File: config.mk
export PLATFORM = sky130hd
export DESIGN_NAME = sorted_merge_dedup_latest_unit_flat
export DESIGN_NICKNAME = d
export VERILOG_FILES = /design/src/design/smdl_pkg.sv /design/src/design/smdl_in_if.sv /design/src/design/smdl_out_if.sv /design/src/design/smdl_front.sv /design/src/design/smdl_fifo.sv /design/src/design/smdl_back.sv /design/src/design/sorted_merge_dedup_latest_unit.sv /design/src/flat_wrapper.sv
export SDC_FILE = /design/constraint.sdc
export NUM_CORES = 2
export LEC_CHECK = 0
export BUFFER_PORTS_ARGS = -buffer_cell sky130_fd_sc_hd__buf_2
export CAP_MARGIN = 0
export CELL_PAD_IN_SITES_DETAIL_PLACEMENT = 1
export CELL_PAD_IN_SITES_GLOBAL_PLACEMENT = 2
export CORE_UTILIZATION = 47
export CTS_CLUSTER_SIZE = 10
export DETAILED_ROUTE_END_ITERATION = 8
export PLACE_DENSITY = 0.8
export SLEW_MARGIN = 10
export SYNTH_ARGS = -nofsm -noshare
export SYNTH_HDL_FRONTEND = slang
export SYNTH_HIERARCHICAL = 1
export SYNTH_SLANG_ARGS = --single-unit
export TNS_END_PERCENT = 10
File: constraint.sdc
create_clock -name clk -period 33.2 [get_ports clk]
set_input_delay 1.66 -clock clk [delete_from_list [all_inputs] [get_ports clk]]
set_output_delay 1.66 -clock clk [all_outputs]
set_load 0.01 [all_outputs]
File: src/design/smdl_pkg.sv
// Shared types, constants and key compare functions for the merge/dedup unit.
// No dependencies; every other file but the macro header refers to it by scoped names.
`timescale 1ns / 1ps
`default_nettype none

package smdl_pkg;

	localparam int unsigned COL_BYTES = 8;
	localparam int unsigned COL_W     = COL_BYTES * 8;
	localparam int unsigned ID_W      = 32;
	localparam int unsigned TAG_W     = 32;
	localparam int unsigned DUP_W     = 32;
	localparam int unsigned MODE_W    = 2;
	localparam int unsigned WANT_W    = 2;
	localparam int unsigned QDEPTH    = 4;
	localparam int unsigned QPTR_W    = $clog2(QDEPTH);
	localparam int unsigned QCNT_W    = QPTR_W + 1;
	localparam int unsigned APB_AW    = 2;
	localparam int unsigned APB_DW    = 32;

	typedef logic [MODE_W-1:0] mode_t;

	// Key mode codes; the unused code compares the id only
	localparam mode_t MODE_ID_ONLY = MODE_W'(0);
	localparam mode_t MODE_ID_A    = MODE_W'(1);
	localparam mode_t MODE_ID_A_B  = MODE_W'(2);

	// Item kind codes
	localparam logic KIND_REC = 1'b0;
	localparam logic KIND_END = 1'b1;

	// Stream request codes
	localparam logic [WANT_W-1:0] WANT_S0   = WANT_W'(0);
	localparam logic [WANT_W-1:0] WANT_S1   = WANT_W'(1);
	localparam logic [WANT_W-1:0] WANT_NONE = WANT_W'(2);

	// Register index of pk_mode
	localparam int unsigned REG_PK_MODE = 0;

	typedef enum logic [1:0] {
		ACT_NONE,
		ACT_COMMIT,
		ACT_FLUSH
	} act_t;

	typedef struct packed {
		logic signed [ID_W-1:0] id;
		logic [COL_W-1:0]       a;
		logic [COL_W-1:0]       b;
		logic [COL_W-1:0]       upd;
		logic [TAG_W-1:0]       tag;
	} rec_t;

	// One classified request handed from front to back
	typedef struct packed {
		act_t                act;
		rec_t                rec;
		logic [WANT_W-1:0]   want;
		logic                finished;
	} q_entry_t;

	// Strict less-than on the key selected by mode
	function automatic logic key_lt(mode_t mode, rec_t x, rec_t y);
		logic lt;
		if (x.id != y.id) begin
			lt = ($signed(x.id) < $signed(y.id));
		end else begin
			case (mode)
				MODE_ID_A: begin
					lt = (x.a < y.a);
				end
				MODE_ID_A_B: begin
					lt = (x.a != y.a) ? (x.a < y.a) : (x.b < y.b);
				end
				default: begin
					lt = 1'b0;
				end
			endcase
		end
		return lt;
	endfunction

	// Key equality on the key selected by mode
	function automatic logic key_eq(mode_t mode, rec_t x, rec_t y);
		logic eq;
		case (mode)
			MODE_ID_A: begin
				eq = (x.id == y.id) && (x.a == y.a);
			end
			MODE_ID_A_B: begin
				eq = (x.id == y.id) && (x.a == y.a) && (x.b == y.b);
			end
			default: begin
				eq = (x.id == y.id);
			end
		endcase
		return eq;
	endfunction

endpackage

`default_nettype wire

File: src/design/smdl_in_if.sv
// Input channel: one record or end mark per request, valid/ready handshake.
// Depends on smdl_pkg for field widths.
`timescale 1ns / 1ps
`default_nettype none

interface smdl_in_if;
	logic                              valid;
	logic                              ready;
	logic                              kind;
	logic                              stream_sel;
	logic signed [smdl_pkg::ID_W-1:0]  rec_id;
	logic [smdl_pkg::COL_W-1:0]        col_a;
	logic [smdl_pkg::COL_W-1:0]        col_b;
	logic [smdl_pkg::COL_W-1:0]        upd_stamp;
	logic [smdl_pkg::TAG_W-1:0]        rec_tag;

	modport source (
		output valid, kind, stream_sel, rec_id, col_a, col_b, upd_stamp, rec_tag,
		input  ready
	);
	modport sink (
		input  valid, kind, stream_sel, rec_id, col_a, col_b, upd_stamp, rec_tag,
		output ready
	);
endinterface

`default_nettype wire

File: src/design/smdl_out_if.sv
// Output channel: one result request per accepted input, valid/ready handshake.
// Depends on smdl_pkg for field widths.
`timescale 1ns / 1ps
`default_nettype none

interface smdl_out_if;
	logic                              valid;
	logic                              ready;
	logic                              has_record;
	logic signed [smdl_pkg::ID_W-1:0]  out_id;
	logic [smdl_pkg::TAG_W-1:0]        out_tag;
	logic [smdl_pkg::WANT_W-1:0]       want_source;
	logic                              finished;
	logic [smdl_pkg::DUP_W-1:0]        dup_total;

	modport source (
		output valid, has_record, out_id, out_tag, want_source, finished, dup_total,
		input  ready
	);
	modport sink (
		input  valid, has_record, out_id, out_tag, want_source, finished, dup_total,
		output ready
	);
endinterface

`default_nettype wire

File: src/design/smdl_front.sv
// Front end: accepts items, keeps the two stream heads, picks the next commit.
// Depends on smdl_pkg and smdl_in_if; feeds smdl_fifo.
`timescale 1ns / 1ps
`default_nettype none

module smdl_front (
	input  wire logic                 clk,
	input  wire logic                 arst_n,
	input  wire smdl_pkg::mode_t      pk_mode,
	smdl_in_if.sink                   in_ch,
	input  wire logic                 q_full,
	output logic                      q_push,
	output smdl_pkg::q_entry_t        q_data
);

	logic [1:0]           head_valid_q;
	logic [1:0]           stream_ended_q;
	logic                 done_q;
	smdl_pkg::rec_t       head_q [2];

	logic [1:0]           head_valid_n;
	logic [1:0]           stream_ended_n;
	logic                 done_n;
	smdl_pkg::rec_t       head_n [2];
	smdl_pkg::rec_t       in_rec;
	logic                 accept;
	logic                 sel;
	logic                 both_ready;

	assign in_ch.ready = !q_full;
	assign accept      = in_ch.valid && in_ch.ready;
	assign q_push      = accept;

	// Pack the incoming record
	always_comb begin
		in_rec.id  = in_ch.rec_id;
		in_rec.a   = in_ch.col_a;
		in_rec.b   = in_ch.col_b;
		in_rec.upd = in_ch.upd_stamp;
		in_rec.tag = in_ch.rec_tag;
	end

	// Update heads, classify the step and compute the next request
	always_comb begin
		head_valid_n   = head_valid_q;
		stream_ended_n = stream_ended_q;
		done_n         = done_q;
		head_n[0]      = head_q[0];
		head_n[1]      = head_q[1];
		sel            = 1'b0;

		if (in_ch.kind == smdl_pkg::KIND_REC) begin
			if (!stream_ended_q[in_ch.stream_sel] && !head_valid_q[in_ch.stream_sel]) begin
				head_valid_n[in_ch.stream_sel] = 1'b1;
				head_n[in_ch.stream_sel]       = in_rec;
			end
		end else begin
			stream_ended_n[in_ch.stream_sel] = 1'b1;
		end

		both_ready = (head_valid_n[0] || stream_ended_n[0]) &&
		             (head_valid_n[1] || stream_ended_n[1]);

		q_data.act      = smdl_pkg::ACT_NONE;
		q_data.rec      = head_n[0];

		if (!done_q && both_ready) begin
			if (head_valid_n[0] && head_valid_n[1]) begin
				// Ties go to stream 1
				sel         = !smdl_pkg::key_lt(pk_mode, head_n[0], head_n[1]);
				q_data.act  = smdl_pkg::ACT_COMMIT;
			end else if (head_valid_n[0]) begin
				sel         = 1'b0;
				q_data.act  = smdl_pkg::ACT_COMMIT;
			end else if (head_valid_n[1]) begin
				sel         = 1'b1;
				q_data.act  = smdl_pkg::ACT_COMMIT;
			end else begin
				q_data.act  = smdl_pkg::ACT_FLUSH;
				done_n      = 1'b1;
			end
		end

		if (q_data.act == smdl_pkg::ACT_COMMIT) begin
			q_data.rec        = head_n[sel];
			head_valid_n[sel] = 1'b0;
		end

		if (!head_valid_n[0] && !stream_ended_n[0]) begin
			q_data.want = smdl_pkg::WANT_S0;
		end else if (!head_valid_n[1] && !stream_ended_n[1]) begin
			q_data.want = smdl_pkg::WANT_S1;
		end else begin
			q_data.want = smdl_pkg::WANT_NONE;
		end
		q_data.finished = done_n;
	end

	// Advance control state on each accepted item
	always_ff @(posedge clk or negedge arst_n) begin
		if (!arst_n) begin
			head_valid_q   <= '0;
			stream_ended_q <= '0;
			done_q         <= 1'b0;
		end else if (accept) begin
			head_valid_q   <= head_valid_n;
			stream_ended_q <= stream_ended_n;
			done_q         <= done_n;
		end
	end

	// Hold head payloads
	always_ff @(posedge clk) begin
		if (accept) begin
			head_q[0] <= head_n[0];
			head_q[1] <= head_n[1];
		end
	end

endmodule

`default_nettype wire

File: src/design/smdl_fifo.sv
// Short request queue between front and back ends.
// Depends on smdl_pkg for the entry type and depth.
`timescale 1ns / 1ps
`default_nettype none

module smdl_fifo (
	input  wire logic                 clk,
	input  wire logic                 arst_n,
	input  wire logic                 push,
	input  wire smdl_pkg::q_entry_t   push_data,
	output logic                      full,
	input  wire logic                 pop,
	output smdl_pkg::q_entry_t        pop_data,
	output logic                      empty
);

	smdl_pkg::q_entry_t                 mem_q [smdl_pkg::QDEPTH];
	logic [smdl_pkg::QPTR_W-1:0]        wr_ptr_q;
	logic [smdl_pkg::QPTR_W-1:0]        rd_ptr_q;
	logic [smdl_pkg::QCNT_W-1:0]        count_q;
	logic                               do_push;
	logic                               do_pop;

	assign full     = (count_q == smdl_pkg::QCNT_W'(smdl_pkg::QDEPTH));
	assign empty    = (count_q == '0);
	assign do_push  = push && !full;
	assign do_pop   = pop && !empty;
	assign pop_data = mem_q[rd_ptr_q];

	// Advance pointers and occupancy
	always_ff @(posedge clk or negedge arst_n) begin
		if (!arst_n) begin
			wr_ptr_q <= '0;
			rd_ptr_q <= '0;
			count_q  <= '0;
		end else begin
			if (do_push) begin
				wr_ptr_q <= wr_ptr_q + smdl_pkg::QPTR_W'(1);
			end
			if (do_pop) begin
				rd_ptr_q <= rd_ptr_q + smdl_pkg::QPTR_W'(1);
			end
			if (do_push && !do_pop) begin
				count_q <= count_q + smdl_pkg::QCNT_W'(1);
			end else if (do_pop && !do_push) begin
				count_q <= count_q - smdl_pkg::QCNT_W'(1);
			end
		end
	end

	// Store entries
	always_ff @(posedge clk) begin
		if (do_push) begin
			mem_q[wr_ptr_q] <= push_data;
		end
	end

endmodule

`default_nettype wire

File: src/design/smdl_back.sv
// Back end: collapses equal keys into the held record, counts duplicates, emits.
// Depends on smdl_pkg and smdl_out_if; drains smdl_fifo.
`timescale 1ns / 1ps
`default_nettype none

module smdl_back (
	input  wire logic                 clk,
	input  wire logic                 arst_n,
	input  wire smdl_pkg::mode_t      pk_mode,
	input  wire logic                 q_empty,
	input  wire smdl_pkg::q_entry_t   q_data,
	output logic                      q_pop,
	smdl_out_if.source                out_ch
);

	logic                               held_valid_q;
	smdl_pkg::rec_t                     held_q;
	logic [smdl_pkg::DUP_W-1:0]         dup_q;

	logic                               out_valid_q;
	logic                               out_has_q;
	logic signed [smdl_pkg::ID_W-1:0]   out_id_q;
	logic [smdl_pkg::TAG_W-1:0]         out_tag_q;
	logic [smdl_pkg::WANT_W-1:0]        out_want_q;
	logic                               out_fin_q;
	logic [smdl_pkg::DUP_W-1:0]         out_dup_q;

	logic                               held_valid_n;
	smdl_pkg::rec_t                     held_n;
	logic [smdl_pkg::DUP_W-1:0]         dup_n;
	logic                               emit;
	logic                               slot_free;

	assign slot_free = !out_valid_q || out_ch.ready;
	assign q_pop     = !q_empty && slot_free;

	// Carry out one request against the held record
	always_comb begin
		held_valid_n = held_valid_q;
		held_n       = held_q;
		dup_n        = dup_q;
		emit         = 1'b0;
		case (q_data.act)
			smdl_pkg::ACT_COMMIT: begin
				if (held_valid_q && smdl_pkg::key_eq(pk_mode, held_q, q_data.rec)) begin
					if (dup_q != '1) begin
						dup_n = dup_q + smdl_pkg::DUP_W'(1);
					end
					// Keep the later update; the earlier record stays on a tie
					if (held_q.upd < q_data.rec.upd) begin
						held_n = q_data.rec;
					end
				end else begin
					emit         = held_valid_q;
					held_n       = q_data.rec;
					held_valid_n = 1'b1;
				end
			end
			smdl_pkg::ACT_FLUSH: begin
				emit         = held_valid_q;
				held_valid_n = 1'b0;
			end
			default: begin
			end
		endcase
	end

	// Advance held state and the output register
	always_ff @(posedge clk or negedge arst_n) begin
		if (!arst_n) begin
			held_valid_q <= 1'b0;
			dup_q        <= '0;
			out_valid_q  <= 1'b0;
			out_has_q    <= 1'b0;
			out_id_q     <= '0;
			out_tag_q    <= '0;
			out_want_q   <= smdl_pkg::WANT_S0;
			out_fin_q    <= 1'b0;
			out_dup_q    <= '0;
		end else begin
			if (q_pop) begin
				held_valid_q <= held_valid_n;
				dup_q        <= dup_n;
				out_valid_q  <= 1'b1;
				out_has_q    <= emit;
				out_id_q     <= emit ? held_q.id : '0;
				out_tag_q    <= emit ? held_q.tag : '0;
				out_want_q   <= q_data.want;
				out_fin_q    <= q_data.finished;
				out_dup_q    <= dup_n;
			end else if (out_ch.ready) begin
				out_valid_q  <= 1'b0;
			end
		end
	end

	// Hold the record payload
	always_ff @(posedge clk) begin
		if (q_pop) begin
			held_q <= held_n;
		end
	end

	assign out_ch.valid       = out_valid_q;
	assign out_ch.has_record  = out_has_q;
	assign out_ch.out_id      = out_id_q;
	assign out_ch.out_tag     = out_tag_q;
	assign out_ch.want_source = out_want_q;
	assign out_ch.finished    = out_fin_q;
	assign out_ch.dup_total   = out_dup_q;

endmodule

`default_nettype wire

File: src/design/sorted_merge_dedup_latest_unit.sv
// Top level of the two-way sorted merge with duplicate elimination.
// Depends on smdl_pkg, smdl_in_if, smdl_out_if, smdl_front, smdl_fifo, smdl_back.
//
//   port      | direction | carries
//   ----------+-----------+-------------------------------------------------
//   in_ch     | sink      | record or end mark for stream 0 or 1
//   out_ch    | source    | one result per item: emitted record, next stream,
//             |           | finished flag, duplicate total
//   apb       | slave     | pk_mode at byte address 0
//
// One item per cycle sustained unless out_ch stalls; each item goes through the
// queue and the output register. The front compares both heads in the accept
// cycle; the back compares the committed record with the held one in the cycle
// it leaves the 4-entry queue. in_ch.ready drops only when that queue is full,
// so a stalled output holds five pending results (four queued, one in the output
// register) before the input stalls. Reset is asynchronous; no clearing pass.
`timescale 1ns / 1ps
`default_nettype none

module sorted_merge_dedup_latest_unit (
	input  wire logic                          clk,
	input  wire logic                          arst_n,
	input  wire logic                          psel,
	input  wire logic                          penable,
	input  wire logic                          pwrite,
	input  wire logic [smdl_pkg::APB_AW-1:0]   paddr,
	input  wire logic [smdl_pkg::APB_DW-1:0]   pwdata,
	output logic      [smdl_pkg::APB_DW-1:0]   prdata,
	output logic                               pready,
	smdl_in_if.sink                            in_ch,
	smdl_out_if.source                         out_ch
);

	smdl_pkg::mode_t       pk_mode_q;
	logic                  cfg_wr;
	logic                  q_full;
	logic                  q_empty;
	logic                  q_push;
	logic                  q_pop;
	smdl_pkg::q_entry_t    q_in;
	smdl_pkg::q_entry_t    q_out;

	// Decode the register word; one register fills the address space
	assign pready = 1'b1;
	assign cfg_wr = psel && penable && pwrite && pready &&
	                (paddr == smdl_pkg::APB_AW'(smdl_pkg::REG_PK_MODE * 4));
	assign prdata = smdl_pkg::APB_DW'(pk_mode_q);

	always_ff @(posedge clk or negedge arst_n) begin
		if (!arst_n) begin
			pk_mode_q <= smdl_pkg::MODE_ID_ONLY;
		end else if (cfg_wr) begin
			pk_mode_q <= pwdata[smdl_pkg::MODE_W-1:0];
		end
	end

	smdl_front u_front (
		.clk     (clk),
		.arst_n  (arst_n),
		.pk_mode (pk_mode_q),
		.in_ch   (in_ch),
		.q_full  (q_full),
		.q_push  (q_push),
		.q_data  (q_in)
	);

	smdl_fifo u_fifo (
		.clk       (clk),
		.arst_n    (arst_n),
		.push      (q_push),
		.push_data (q_in),
		.full      (q_full),
		.pop       (q_pop),
		.pop_data  (q_out),
		.empty     (q_empty)
	);

	smdl_back u_back (
		.clk     (clk),
		.arst_n  (arst_n),
		.pk_mode (pk_mode_q),
		.q_empty (q_empty),
		.q_data  (q_out),
		.q_pop   (q_pop),
		.out_ch  (out_ch)
	);

endmodule

`default_nettype wire

File: src/flat_wrapper.sv
// flat-port wrapper written by rule: the top's interface ports become plain ports
module sorted_merge_dedup_latest_unit_flat 
  (clk, arst_n, psel, penable, pwrite, paddr, pwdata, prdata, pready, in_ch_valid, in_ch_kind, in_ch_stream_sel, in_ch_rec_id, in_ch_col_a, in_ch_col_b, in_ch_upd_stamp, in_ch_rec_tag, in_ch_ready, out_ch_valid, out_ch_has_record, out_ch_out_id, out_ch_out_tag, out_ch_want_source, out_ch_finished, out_ch_dup_total, out_ch_ready);
  smdl_in_if in_ch_i ();
  smdl_out_if out_ch_i ();
  input  wire logic clk;
  input  wire logic arst_n;
  input  wire logic psel;
  input  wire logic penable;
  input  wire logic pwrite;
  input  wire logic [smdl_pkg::APB_AW-1:0] paddr;
  input  wire logic [smdl_pkg::APB_DW-1:0] pwdata;
  output logic      [smdl_pkg::APB_DW-1:0] prdata;
  output logic pready;
  input wire logic [$bits(in_ch_i.valid)-1:0] in_ch_valid;
  input wire logic [$bits(in_ch_i.kind)-1:0] in_ch_kind;
  input wire logic [$bits(in_ch_i.stream_sel)-1:0] in_ch_stream_sel;
  input wire logic [$bits(in_ch_i.rec_id)-1:0] in_ch_rec_id;
  input wire logic [$bits(in_ch_i.col_a)-1:0] in_ch_col_a;
  input wire logic [$bits(in_ch_i.col_b)-1:0] in_ch_col_b;
  input wire logic [$bits(in_ch_i.upd_stamp)-1:0] in_ch_upd_stamp;
  input wire logic [$bits(in_ch_i.rec_tag)-1:0] in_ch_rec_tag;
  output wire logic [$bits(in_ch_i.ready)-1:0] in_ch_ready;
  output wire logic [$bits(out_ch_i.valid)-1:0] out_ch_valid;
  output wire logic [$bits(out_ch_i.has_record)-1:0] out_ch_has_record;
  output wire logic [$bits(out_ch_i.out_id)-1:0] out_ch_out_id;
  output wire logic [$bits(out_ch_i.out_tag)-1:0] out_ch_out_tag;
  output wire logic [$bits(out_ch_i.want_source)-1:0] out_ch_want_source;
  output wire logic [$bits(out_ch_i.finished)-1:0] out_ch_finished;
  output wire logic [$bits(out_ch_i.dup_total)-1:0] out_ch_dup_total;
  input wire logic [$bits(out_ch_i.ready)-1:0] out_ch_ready;
  assign in_ch_i.valid = in_ch_valid;
  assign in_ch_i.kind = in_ch_kind;
  assign in_ch_i.stream_sel = in_ch_stream_sel;
  assign in_ch_i.rec_id = in_ch_rec_id;
  assign in_ch_i.col_a = in_ch_col_a;
  assign in_ch_i.col_b = in_ch_col_b;
  assign in_ch_i.upd_stamp = in_ch_upd_stamp;
  assign in_ch_i.rec_tag = in_ch_rec_tag;
  assign in_ch_ready = in_ch_i.ready;
  assign out_ch_valid = out_ch_i.valid;
  assign out_ch_has_record = out_ch_i.has_record;
  assign out_ch_out_id = out_ch_i.out_id;
  assign out_ch_out_tag = out_ch_i.out_tag;
  assign out_ch_want_source = out_ch_i.want_source;
  assign out_ch_finished = out_ch_i.finished;
  assign out_ch_dup_total = out_ch_i.dup_total;
  assign out_ch_i.ready = out_ch_ready;
  sorted_merge_dedup_latest_unit u_core (.clk(clk), .arst_n(arst_n), .psel(psel), .penable(penable), .pwrite(pwrite), .paddr(paddr), .pwdata(pwdata), .prdata(prdata), .pready(pready), .in_ch(in_ch_i), .out_ch(out_ch_i));
endmodule
* Yosys cells after proc, flatten, opt, wreduce, memory -nomap -nowiden
Memories as Yosys holds them, arrays and structs flattened.
Cells that the tools add are included.
** Operators by class
- Add/subtract/negate cells :: 5
- Magnitude comparators :: 11
- Eq/ne operators :: 14
- Multiplexer cells :: 58
- Bitwise gates (word level) :: 6
- Reductions and logical operators :: 45
** Operators with widths (number)
- $mux W256 :: 7
- $mux W512 :: 2
- $bwmux W512 :: 1
- $demux W256 S1 :: 1
- $lt A64 B64 Y1 :: 3
- $eq A64 B64 Y1 :: 2
- $mux W32 :: 2
- $ne A64 B64 Y1 :: 1
- $add A32 B1 Y32 const B :: 1
- $eq A32 B32 Y1 :: 1
- $lt A32 B32 Y1 :: 1
- $ne A32 B32 Y1 :: 1
- $ne A32 B32 Y1 const B :: 1
- $mux W1 :: 27
- $logic_and A1 B1 Y1 :: 21
- $mux W2 :: 10
- $logic_not A1 Y1 :: 13
- $pmux W1 S2 :: 4
- $eq A2 B1 Y1 const B :: 3
- $mux W3 :: 2
- $reduce_and A3 Y1 :: 2
- $reduce_bool A2 Y1 :: 3
- $add A2 B1 Y2 const B :: 2
- $eq A2 B2 Y1 const B :: 2
- other kinds (18) :: 26
** Word-level totals
- Flip-flop bits (word level) :: 372
- Bits in writable memories :: 1556
- Input bits :: 299
- Output and inout port bits :: 135
- Word-level logic and storage cells :: 161
- Memories kept :: 2
** Memory list
- u_core.u_fifo.mem_q :: depth 4, bits a word 261, read ports 1, clocked after memory_dff 0, write ports 1, RTL line smdl_fifo.sv:17 : smdl_pkg::q_entry_t mem_q [smdl_pkg::QDEPTH];
- u_core.u_front.head_q :: depth 2, bits a word 256, read ports 2, clocked after memory_dff 0, write ports 2, RTL line smdl_front.sv:19 : smdl_pkg::rec_t head_q [2];

* Logic depth before layout (Yosys ltp)
- Depth after elaboration :: 28
- Depth in mapped cells :: 18
- Mapped depth without buffers :: 12

* Modules after synthesis
The synthesis kept the hierarchy.
** By module, submodules not included
- smdl_fifo :: instances 1, cells each 1400, area an instance 38006.5 um2, sequential area each 31525.2 um2
- smdl_front :: instances 1, cells each 2001, area an instance 28745.1 um2, sequential area each 15499.9 um2
- smdl_back :: instances 1, cells each 1040, area an instance 15337.2 um2, sequential area each 10239.8 um2
- sorted_merge_dedup_latest_unit :: instances 1, cells each 39, area an instance 322.8 um2, sequential area each 50.0 um2

* Least setup slack after synthesis
Ideal clock, no wire load.
- Path type :: input to register
- From :: input port in_ch_valid
- To :: memory u_core/u_fifo/mem_q[3][0] (netlist bit), enable pin
- Setup time :: 0.885 ns
- Arrival time :: 27.408 ns
- Data required time :: 32.315 ns
- Path slack :: 4.907 ns
- Stages :: 4
- Buffers on the path :: 1
- Path through :: nor2b_1 clkbuf_1 nand2_1 nor2_1
** Between the ends
- Longest elaborated chain between the ends :: 4
** RTL lines
- start: declaration :: RTL line flat_wrapper.sv:15 : input wire logic [$bits(in_ch_i.valid)-1:0] in_ch_valid;
- $logic_and A1 B1 Y1 :: RTL line smdl_front.sv:31 : assign accept = in_ch.valid && in_ch.ready;
- via u_core.q_push :: RTL line sorted_merge_dedup_latest_unit.sv:38 : logic q_push;
- $logic_and A1 B1 Y1 :: RTL line smdl_fifo.sv:26 : assign do_push = push && !full;
- $mux W1 :: RTL line smdl_fifo.sv:53 : if (do_push) begin
- $mux W1 (not written as such) :: RTL line smdl_fifo.sv:54 : mem_q[wr_ptr_q] <= push_data;
- end: declaration :: RTL line smdl_fifo.sv:17
The timed path passes the listed nets, and every way through them passes these cells.

==> reports/qor.yml <==
ys_seq_elements: 1928
fin_util_pct: 53.4
ys_top_cells_by_count: "edfxtp_1, mux2_2, mux4_2"
drive_above_1_share_pct: 26.6
grt_use_total_pct: 21.4
fin_tns_setup_ns: 0
async_flop_share_pct: 6.02
root_buffer: "clkbuf_16"
power_density_mw_per_mm2: 90.6
arrival_ns: 9.28
syn-cell-area_mm2: 0.0824
crit_path_start: "in_ch_stream_sel"
dp.final_hpwl_um: 118000
die_w_um: 421
skew_ns: 0.0345
yosysMostFrequentCell: "edfxtp_1"
path_clk_slew_ns: 0.06
r2r_cells: 16
nNetsFinal: 5488
tightest_slew_ns: 1.26
synth-main-ff-cell: "edfxtp_1"
detail_route.first_pass.iterations: 5
hold_viol: 0
cts_buffer_depth: 3
cts.sinks: 1928
synth_area_leaders: "edfxtp_1, mux4_2, mux2_2, ha_1, dfrtp_1"
post-route-min-period_ns: 8.75
netlist.area_leader.share_pct: 66.0
final-instance-count-excl-fill: 7393
holdBufCountCts: 0
yosysSeqAreaShare_pct: 69.5
max_cap_violations: 0
place.gp.congestion: 0.783
cts_resized: 0
critical_path.max_fanout: 114
grt_overflow: 0
drv_slew: 0
post-place-cells: 7060
status: "finished, final reports clean"
crit_end: "u_core/u_fifo/mem_q[1][117]"
ys_warn_count: 6
drc: 0
start_util_pct: 47.4
r2r_end: "u_core/u_fifo/mem_q[0][117]"
fillers: 15800
dp_slack_ns: 23.35
die_h_um: 421
required_ns: 33.74
cts_buffers: 217
routedWlPerCell_um: 25.5
io_buffers: 372
syn_area_per_cell_um2: 18.4
fin_ws_ns: 24.45
fmax_mhz: 114
period_share_pct: 26.3
synth_cell_type_count: 71
vias: 41700
rsz0062_at_grt: "no"
min_path_type: "flop to flop"
synth_edf_count: 1812
first_iter_violations: 2390
cts_max_level: 4
ant_nets: 0
synth_top_area_cell: "edfxtp_1"
peakVddDrop_v: 0.0000843
crit_path_end_kind: "flop"
grt_max_degree: 145
grt_pass1_wl_um: 284000
routed_wirelength_um: 188000
syn_inst: 4480
clkLatencyLatePin_ns: 0.85
post-cts-setup-buffers: 0
path_class: "input port to flop"
coreArea_mm2: 0.174
die-area_mm2: 0.177
grt_pass1_vias: 45200
antenna_found_initial: 21
finalSetupViolCount: 0
cts_tree: "built"
relSlewSlack_pct: 15.7
rows: 153
syn_to_final_growth_pct: 12.8
p_leak_nw: 32.9
start_kind: "input port"
power_mw: 8.42
num_io_pins: 434
r2r-start: "u_core/u_front/head_valid_q[1]"
ff2ff_setup_slack_ns: 24.98
via_per_inst: 5.65
## cell families after synthesis
| kind of cell | Yosys count | synth area share, % |
|---|---|---|
| AND/OR/NAND/NOR | 352 | 2.49 |
| AO/OA/AOI/OAI | 288 | 2.47 |
| multiplexers | 1034 | 17.5 |
| XOR/XNOR | 180 | 1.91 |
| flip-flops | 1928 | 69.5 |
| buffers and inverters | 461 | 2.54 |
| other | 2 | 0.00911 |
| adder cells (fa/ha/maj) | 235 | 3.58 |
## area by class of cell
| type | count | area, um2 | share of cell area [%] |
|---|---|---|---|
| diodes | 2 | 5.00 | 0.00539 |
| clock buffers | 299 | 5750 | 6.18 |
| clock inverters | 32 | 369 | 0.397 |
| multi-input cells | 2120 | 23200 | 25.0 |
| repair buffers | 428 | 2410 | 2.60 |
| well taps | 2325 | 2910 | 3.13 |
| inverters | 259 | 972 | 1.05 |
| flip-flops and latches | 1928 | 57300 | 61.7 |
## flip-flops by register name, summed over array words and instances, names as in the netlist
name and count:
u_core/u_fifo/rd_ptr_q 2, u_core/u_back/out_ch.out_id 32, u_core/u_back/held_valid_q 1, u_core/u_back/held_q 256, u_core/pk_mode_q 2, u_core/u_back/out_ch.want_source 2, u_core/u_back/out_ch.dup_total 32, u_core/u_fifo/mem_q 1044
u_core/u_back/out_ch.finished 1, u_core/u_back/out_ch.has_record 1, u_core/u_back/out_ch.out_tag 32, u_core/u_front/stream_ended_q 2, u_core/u_front/head_q 512, u_core/u_front/done_q 1, u_core/u_back/out_ch.valid 1, u_core/u_front/head_valid_q 2
u_core/u_fifo/wr_ptr_q 2, u_core/u_fifo/count_q 3
## per-stage QoR
step | hold slack, ns | cell area (um2)
3_5_place_dp | 0.453 | 86800
2_1_floorplan | 0.443 | 82500
6_report | 0.463 | 92900
5_1_grt | 0.485 | 92900
4_1_cts | 0.466 | 92900
3_3_place_gp | 0.445 | 86800
## critical path, cell delays in order
cell	delay, ns
buf_2	0.19
nor4b_2	0.72
buf_4	0.69
buf_12	0.54
mux2i_1	0.22
ha_1	0.37
nand4_1	0.22
nor4_1	0.47
nand4_1	0.46
nor4_1	0.83
nand3_1	0.15
a2111o_1	0.45
a31oi_1	0.33
nor3b_4	0.09
buf_12	0.27
buf_4	0.57
mux2_1	0.58
## power by group
group          total, mW  switching (mW)  internal [mW]  leakage (nW)
combinational       2.40            1.48          0.928          11.5
sequential          3.89           0.226           3.67          18.4
clock               2.12           0.930           1.19          2.94
total               8.42            2.63           5.79          32.9
## per-layer routing
metal / global-route usage [%] / wire length (um)
met2: 37.3 / 96600
met1: 28.1 / 80900
met3: 3.13 / 6840
met5: 0 / 30
met4: 5.81 / 3910
## cells in the final DEF (no fill, tap or decap), types with 46 or more instances in the layout
| master | netlist | final |
|---|---|---|
| a22o_1 | 67 | 67 |
| nand4_1 | 70 | 70 |
| buf_2 | 46 | 371 |
| mux2i_1 | 159 | 159 |
| xor2_1 | 154 | 154 |
| mux2_1 | 232 | 232 |
| clkbuf_16 | 0 | 217 |
| inv_1 | 257 | 257 |
| buf_4 | 59 | 46 |
| clkbuf_1 | 69 | 81 |
| edfxtp_1 | 1812 | 1812 |
| a21oi_1 | 69 | 69 |
| ha_1 | 234 | 234 |
| dfrtp_1 | 116 | 114 |
| mux2_2 | 382 | 382 |
| nand2_1 | 64 | 64 |
| mux4_2 | 261 | 261 |
## how the worst min path moves through the flow
| stage | startpoint | end | slack (ns) | cells past startpoint |
|---|---|---|---|---|
| 2_1_floorplan | u_core/u_back/held_q[0] | u_core/u_back/out_ch.out_tag[0] | 0.44 | 1 |
| 3_3_place_gp | u_core/u_back/held_q[23] | u_core/u_back/out_ch.out_tag[23] | 0.44 | 1 |
| 3_5_place_dp | u_core/u_back/held_q[7] | u_core/u_back/out_ch.out_tag[7] | 0.45 | 1 |
| 4_1_cts | u_core/u_back/held_q[9] | u_core/u_back/out_ch.out_tag[9] | 0.47 | 1 |
| 5_1_grt | u_core/u_back/held_q[17] | u_core/u_back/out_ch.out_tag[17] | 0.49 | 1 |
| 6_report | u_core/u_back/held_q[9] | u_core/u_back/out_ch.out_tag[9] | 0.46 | 1 |
No activity file was read; power rests on OpenSTA's default activity.
